**src/rtl/core/jise_pkg.sv**
```systemverilog
// shared types and constants for the integer stack execute core
// no dependencies; imported by every module of the core
package jise_pkg;

	// default sizes of the operand stack and the local-variable file
	localparam int STACK_DEPTH_DEF = 64;
	localparam int LOCAL_COUNT_DEF = 256;

	// fixed field widths
	localparam int WORD_W = 32;
	localparam int PC_W   = 16;
	localparam int IMM_W  = 16;

	// decoded operation codes
	typedef enum logic [3:0] {
		OP_PUSH  = 4'd0,
		OP_ADD   = 4'd1,
		OP_MUL   = 4'd2,
		OP_LOAD  = 4'd3,
		OP_STORE = 4'd4,
		OP_DUP   = 4'd5,
		OP_POP   = 4'd6,
		OP_INC   = 4'd7,
		OP_IFEQ  = 4'd8,
		OP_IFNE  = 4'd9,
		OP_IFLT  = 4'd10,
		OP_IFGT  = 4'd11,
		OP_IFLE  = 4'd12,
		OP_IFGE  = 4'd13,
		OP_GOTO  = 4'd14
	} op_t;

	// fault codes
	typedef enum logic [1:0] {
		FAULT_OK    = 2'd0,
		FAULT_UNDER = 2'd1,
		FAULT_OVER  = 2'd2
	} fault_t;

	// sign-extend a 16-bit immediate to a stack word
	function automatic logic [WORD_W-1:0] sext_imm(input logic [IMM_W-1:0] v);
		return {{(WORD_W-IMM_W){v[IMM_W-1]}}, v};
	endfunction

endpackage

```
**src/rtl/core/jise_stack_mem.sv**
```systemverilog
// operand stack storage: one write port, two registered read ports
// depends on jise_pkg for the word width
module jise_stack_mem import jise_pkg::*; #(
	parameter int DEPTH = STACK_DEPTH_DEF,
	parameter int AW    = $clog2(STACK_DEPTH_DEF)
) (
	input  logic              clk,
	input  logic              rd_en,
	input  logic [AW-1:0]     rd_addr_a,
	input  logic [AW-1:0]     rd_addr_b,
	output logic [WORD_W-1:0] rd_data_a,
	output logic [WORD_W-1:0] rd_data_b,
	input  logic              wr_en,
	input  logic [AW-1:0]     wr_addr,
	input  logic [WORD_W-1:0] wr_data
);

	logic [WORD_W-1:0] mem [DEPTH];

	// write port
	always_ff @(posedge clk) begin
		if (wr_en) begin
			mem[wr_addr] <= wr_data;
		end
	end

	// two read ports, data held until the next read
	always_ff @(posedge clk) begin
		if (rd_en) begin
			rd_data_a <= mem[rd_addr_a];
			rd_data_b <= mem[rd_addr_b];
		end
	end

endmodule

```
**config.mk**
```make
export PLATFORM = sky130hd
export DESIGN_NAME = jise_stack_mem
export DESIGN_NICKNAME = d
export VERILOG_FILES = /design/src/rtl/core/jise_pkg.sv /design/src/rtl/core/jise_stack_mem.sv
export SDC_FILE = /design/constraint.sdc
export NUM_CORES = 2
export LEC_CHECK = 0
export BUFFER_PORTS_ARGS = -buffer_cell sky130_fd_sc_hd__buf_2
export CAP_MARGIN = 20
export CORE_ASPECT_RATIO = 0.8
export CORE_MARGIN = 2
export CORE_UTILIZATION = 35
export CTS_CLUSTER_SIZE = 40
export DETAILED_ROUTE_END_ITERATION = 8
export GPL_ROUTABILITY_DRIVEN = 0
export MAX_ROUTING_LAYER = met4
export PLACE_DENSITY = 0.47
export SKIP_LAST_GASP = 1
export SYNTH_ARGS = -nofsm -noshare
export SYNTH_HDL_FRONTEND = slang
export SYNTH_SLANG_ARGS = --single-unit
```
**constraint.sdc**
```tcl
create_clock -name clk -period 4.5 [get_ports clk]
set_input_delay 0.675 -clock clk [delete_from_list [all_inputs] [get_ports clk]]
set_output_delay 0.675 -clock clk [all_outputs]
set_load 0.05 [all_outputs]
```
; After elaboration in Yosys (flattened, before gate mapping)
; Memories as Yosys holds them, arrays and structs flattened. A register that Yosys moved wholly into a read port is not among the register bits.
; Cells that the tools add are included.
[totals]
in_bits = 53
regBits = 0
memories = 1
ram_bits = 2048
[memory_table]
columns = memory, depth, width, rd, rd_ports_with_merged_regs, wr, line_no
row1 = mem, 64, 32, 2, 2, 1, jise_stack_mem.sv:18  ; logic [WORD_W-1:0] mem [DEPTH];
[op_classes]
mux = 2
[ops]
columns = cell, count
row1 = 1-bit 2-to-1 mux, 2

; Depth between registers and ports, before layout
[logic_depth]
depth_word = 2
ltp_mapped = 10
mapped_depth_nobuf = 5

; Least setup slack after synthesis
; Ideal clock, no wire load.
[synth_path]
path_kind = input to register
from = input wr_addr[3]
to = memory mem[48][0] (enable)
path_stages = 4
setup_ns = 0.461
setup_slack_ns = 0.634
path_buffers = 1
arrival_ns = 3.405
path_cell_list = clkbuf_1 -> nor2b_1 -> nand4b_1 -> nor3_1
[synth_rtl]
columns = item, line_no
row1 = "start, declared", jise_stack_mem.sv:14  ; input logic [AW-1:0] wr_addr,
row2 = "end, declared", jise_stack_mem.sv:18
; Straight into the memory's write port.

==> results_dict.tcl <==
set metrics [dict create \
    status "finished, final reports clean" \
    hold_buffers 0 \
    nNetsFinal 4795 \
    final_core_util 0.4050 \
    synth_seq_area_share 0.6586 \
    synth_edf_count 2112 \
    design_area_sq_um 111000 \
    synthFlopType "edfxtp_1" \
    dr.pass1.iters 5 \
    drt_iter0_drc 7399 \
    clk_latency_ns 0.90 \
    via_per_inst 6.165 \
    cp.required_ns 5.08 \
    grtUsageTotal 0.2535 \
    dpl.hpwl_mm 203.4 \
    worstMarginPinSlew_ns 1.148 \
    drv_cap 0 \
    worst_setup_path_end_kind "register" \
    initial_utilization 0.3512 \
    setup_ws_ns 1.396 \
    die_w_um 590.5 \
    post_cts_buffers 0 \
    clock_skew_ns 0.05378 \
    synthDistinctLibCells 37 \
    cts_resized 0 \
    clk_pin_slew_ns 0.06 \
    synth_compound_area_frac 0.02376 \
    grt_pass1_wl_mm 468.3 \
    die_h_um 473.2 \
    areaGrowthSynthToFinish_pct 15.31 \
    clockBufferDepth 4 \
    min_period_ns 3.104 \
    crit_fanout 35 \
    wl_per_cell_um 40.24 \
    synth_top_family_by_area "multiplexers" \
    leakagePower_nw 34.58 \
    cts_tree "done" \
    dp_slack_ns 0.5270 \
    dp.cells 8162 \
    syn-num-nets 4465 \
    drive_gt1_frac 0.4080 \
    gr-total-overflow 0 \
    wl_mm 345.3 \
    synth_mux_area_frac 0.2883 \
    clock_sinks 2112 \
    maxSlewViolCount 0 \
    netlist_instances 4412 \
    ys_async_sr_fraction 0 \
    period_share 0.6897 \
    port_buffers 116 \
    numCtsBuffers 226 \
    grt_setup_unrepaired "false" \
    grt_pass1_vias 53010 \
    final_hold_viol_count 0 \
    max-slew-margin-rel 0.2292 \
    stdcell_count 8581 \
    max_freq_mhz 322.2 \
    drtAntennaViolNets 0 \
    num_vias 52910 \
    critPathLaunchType "primary input" \
    fp.dieArea_sq_um 279400 \
    fin_setup_tns_ns 0 \
    hold_ws_ns 0.1770 \
    coreArea_sq_um 274200 \
    placed_area_sq_um 103900 \
    h-tree-depth 4 \
    netlist_area_sq_um 96300 \
    synth-adder-area-share 0 \
    drc_errors 0 \
    ys_ff_latch 2112 \
    worstPathArrival_ns 3.69 \
    p_total_mw 44.30 \
    avgSynthCellArea_sq_um 21.83 \
    synthXorXnorAreaFrac 0 \
    ys_warn_count 0 \
    antenna_found_initial 48 \
    hold_path_class "primary input to register" \
    ioPinCount 117 \
    synth_simple_gate_area_frac 0.01125 \
    critical_path_class "primary input to register" \
    rows 172 \
    num-fill-cells 24150 \
    grt_max_degree 68 \
    peakVddDrop_mv 0.3445 \
    cts_root_buf "clkbuf_16" \
    power_density_nw_per_um2 398.9 \
    setup_violations 0 \
]
[path summary, 6_finish.rpt]
check / startpoint / to / slack, ns / depth (start not counted)
max reg2reg: mem[9][0] / rd_data_b[0] / 1.86 / 4
max: rd_addr_b[0] / rd_data_b[0] / 1.40 / 7
min: wr_data[0] / mem[30][0] / 0.18 / 1
min reg2reg: mem[38][11] / rd_data_a[11] / 0.95 / 4
[worst max-delay path, stage by stage]
cell and delay (ns):
buf_8 0.24, buf_12 0.35, buf_12 0.28, mux4_2 0.55, mux4_2 0.52, o22ai_1 0.83, a21oi_1 0.11
[per-layer routing]
layer	share of wire	track usage	vias to the layer above
met1	0.44	0.3718	29620
met3	0.097	0.05745	406
met5	0	-	-
met4	0.020	0.05058	0
li1	-	-	20270
met2	0.44	0.3624	2613
[final cells by class]
type / instances / area [sq um] / share of cell area
sequential: 2112 / 63420 / 0.5711
multi-input combinational: 1952 / 31660 / 0.2851
clock buffer: 275 / 5946 / 0.05354
tap: 3654 / 4572 / 0.04117
timing repair buffer: 449 / 4360 / 0.03927
clock inverter: 130 / 1069 / 0.009622
antenna: 8 / 20.02 / 0.0001803
inverter: 1 / 3.754 / 0.00003380
[synthesized netlist by cell type (3+ instances only)]
cell	instances	share of area
a221oi_1	13	0.0012
a21oi_1	58	0.0030
buf_4	55	0.0043
nor2_1	94	0.0037
and2_1	6	0.00039
o32a_1	9	0.00094
o21ai_1	31	0.0016
a32oi_1	9	0.00082
o21ai_0	18	0.00094
clkbuf_1	135	0.0053
o211ai_1	27	0.0021
mux2i_1	204	0.021
buf_6	11	0.0013
nor2b_1	19	0.0012
nand2b_1	8	0.00052
edfxtp_1	2112	0.66
buf_1	25	0.00097
nand3b_1	6	0.00047
nand3_1	9	0.00047
mux4_2	1124	0.26
buf_2	121	0.0063
nand2_1	93	0.0036
a22oi_1	85	0.0066
nor3_1	3	0.00016
o221ai_1	16	0.0015
a211oi_1	15	0.0012
o22ai_1	56	0.0036
or2_2	3	0.00019
mux2_2	36	0.0042
[flip-flops by register name, summed over array words and instances, names as in the netlist]
name	cells
mem	2048
rd_data_a	32
rd_data_b	32
[kinds of logic after synthesis]
family	Yosys count
AOI/OAI and AO/OA	340
muxes	1364
DFF	2112
buffers and inverters	348
and+or+nand+nor	248
[where the power goes]
group          internal (mW)  switching [mW]
Combinational           1.55            2.49
Clock                   10.3            7.95
Sequential              21.9           0.135
Total                   33.7            10.6
[cells in the final DEF, fill, tap and decap left out, types with 7 or more instances in the layout]
master / synthesis / layout
edfxtp_1: 2112 / 2112
mux4_2: 1124 / 1124
buf_4: 55 / 240
clkbuf_16: 0 / 231
mux2i_1: 204 / 204
buf_2: 121 / 105
buf_12: 0 / 94
nand2_1: 93 / 91
a22oi_1: 85 / 85
nor2_4: 0 / 63
a21oi_1: 58 / 58
o22ai_1: 56 / 56
clkinv_2: 0 / 52
clkinv_1: 0 / 44
clkbuf_1: 135 / 44
mux2_2: 36 / 36
o21ai_1: 31 / 32
nor2_1: 94 / 31
o211ai_1: 27 / 27
o21ai_0: 18 / 17
bufinv_16: 0 / 17
o221ai_1: 16 / 16
nor2b_1: 19 / 15
a211oi_1: 15 / 15
clkinvlp_4: 0 / 13
a221oi_1: 13 / 12
nand3_1: 9 / 9
a32oi_1: 9 / 9
o32a_1: 9 / 9
diode_2: 0 / 8
nand2b_1: 8 / 7
Power figures use the tool's default switching activity.
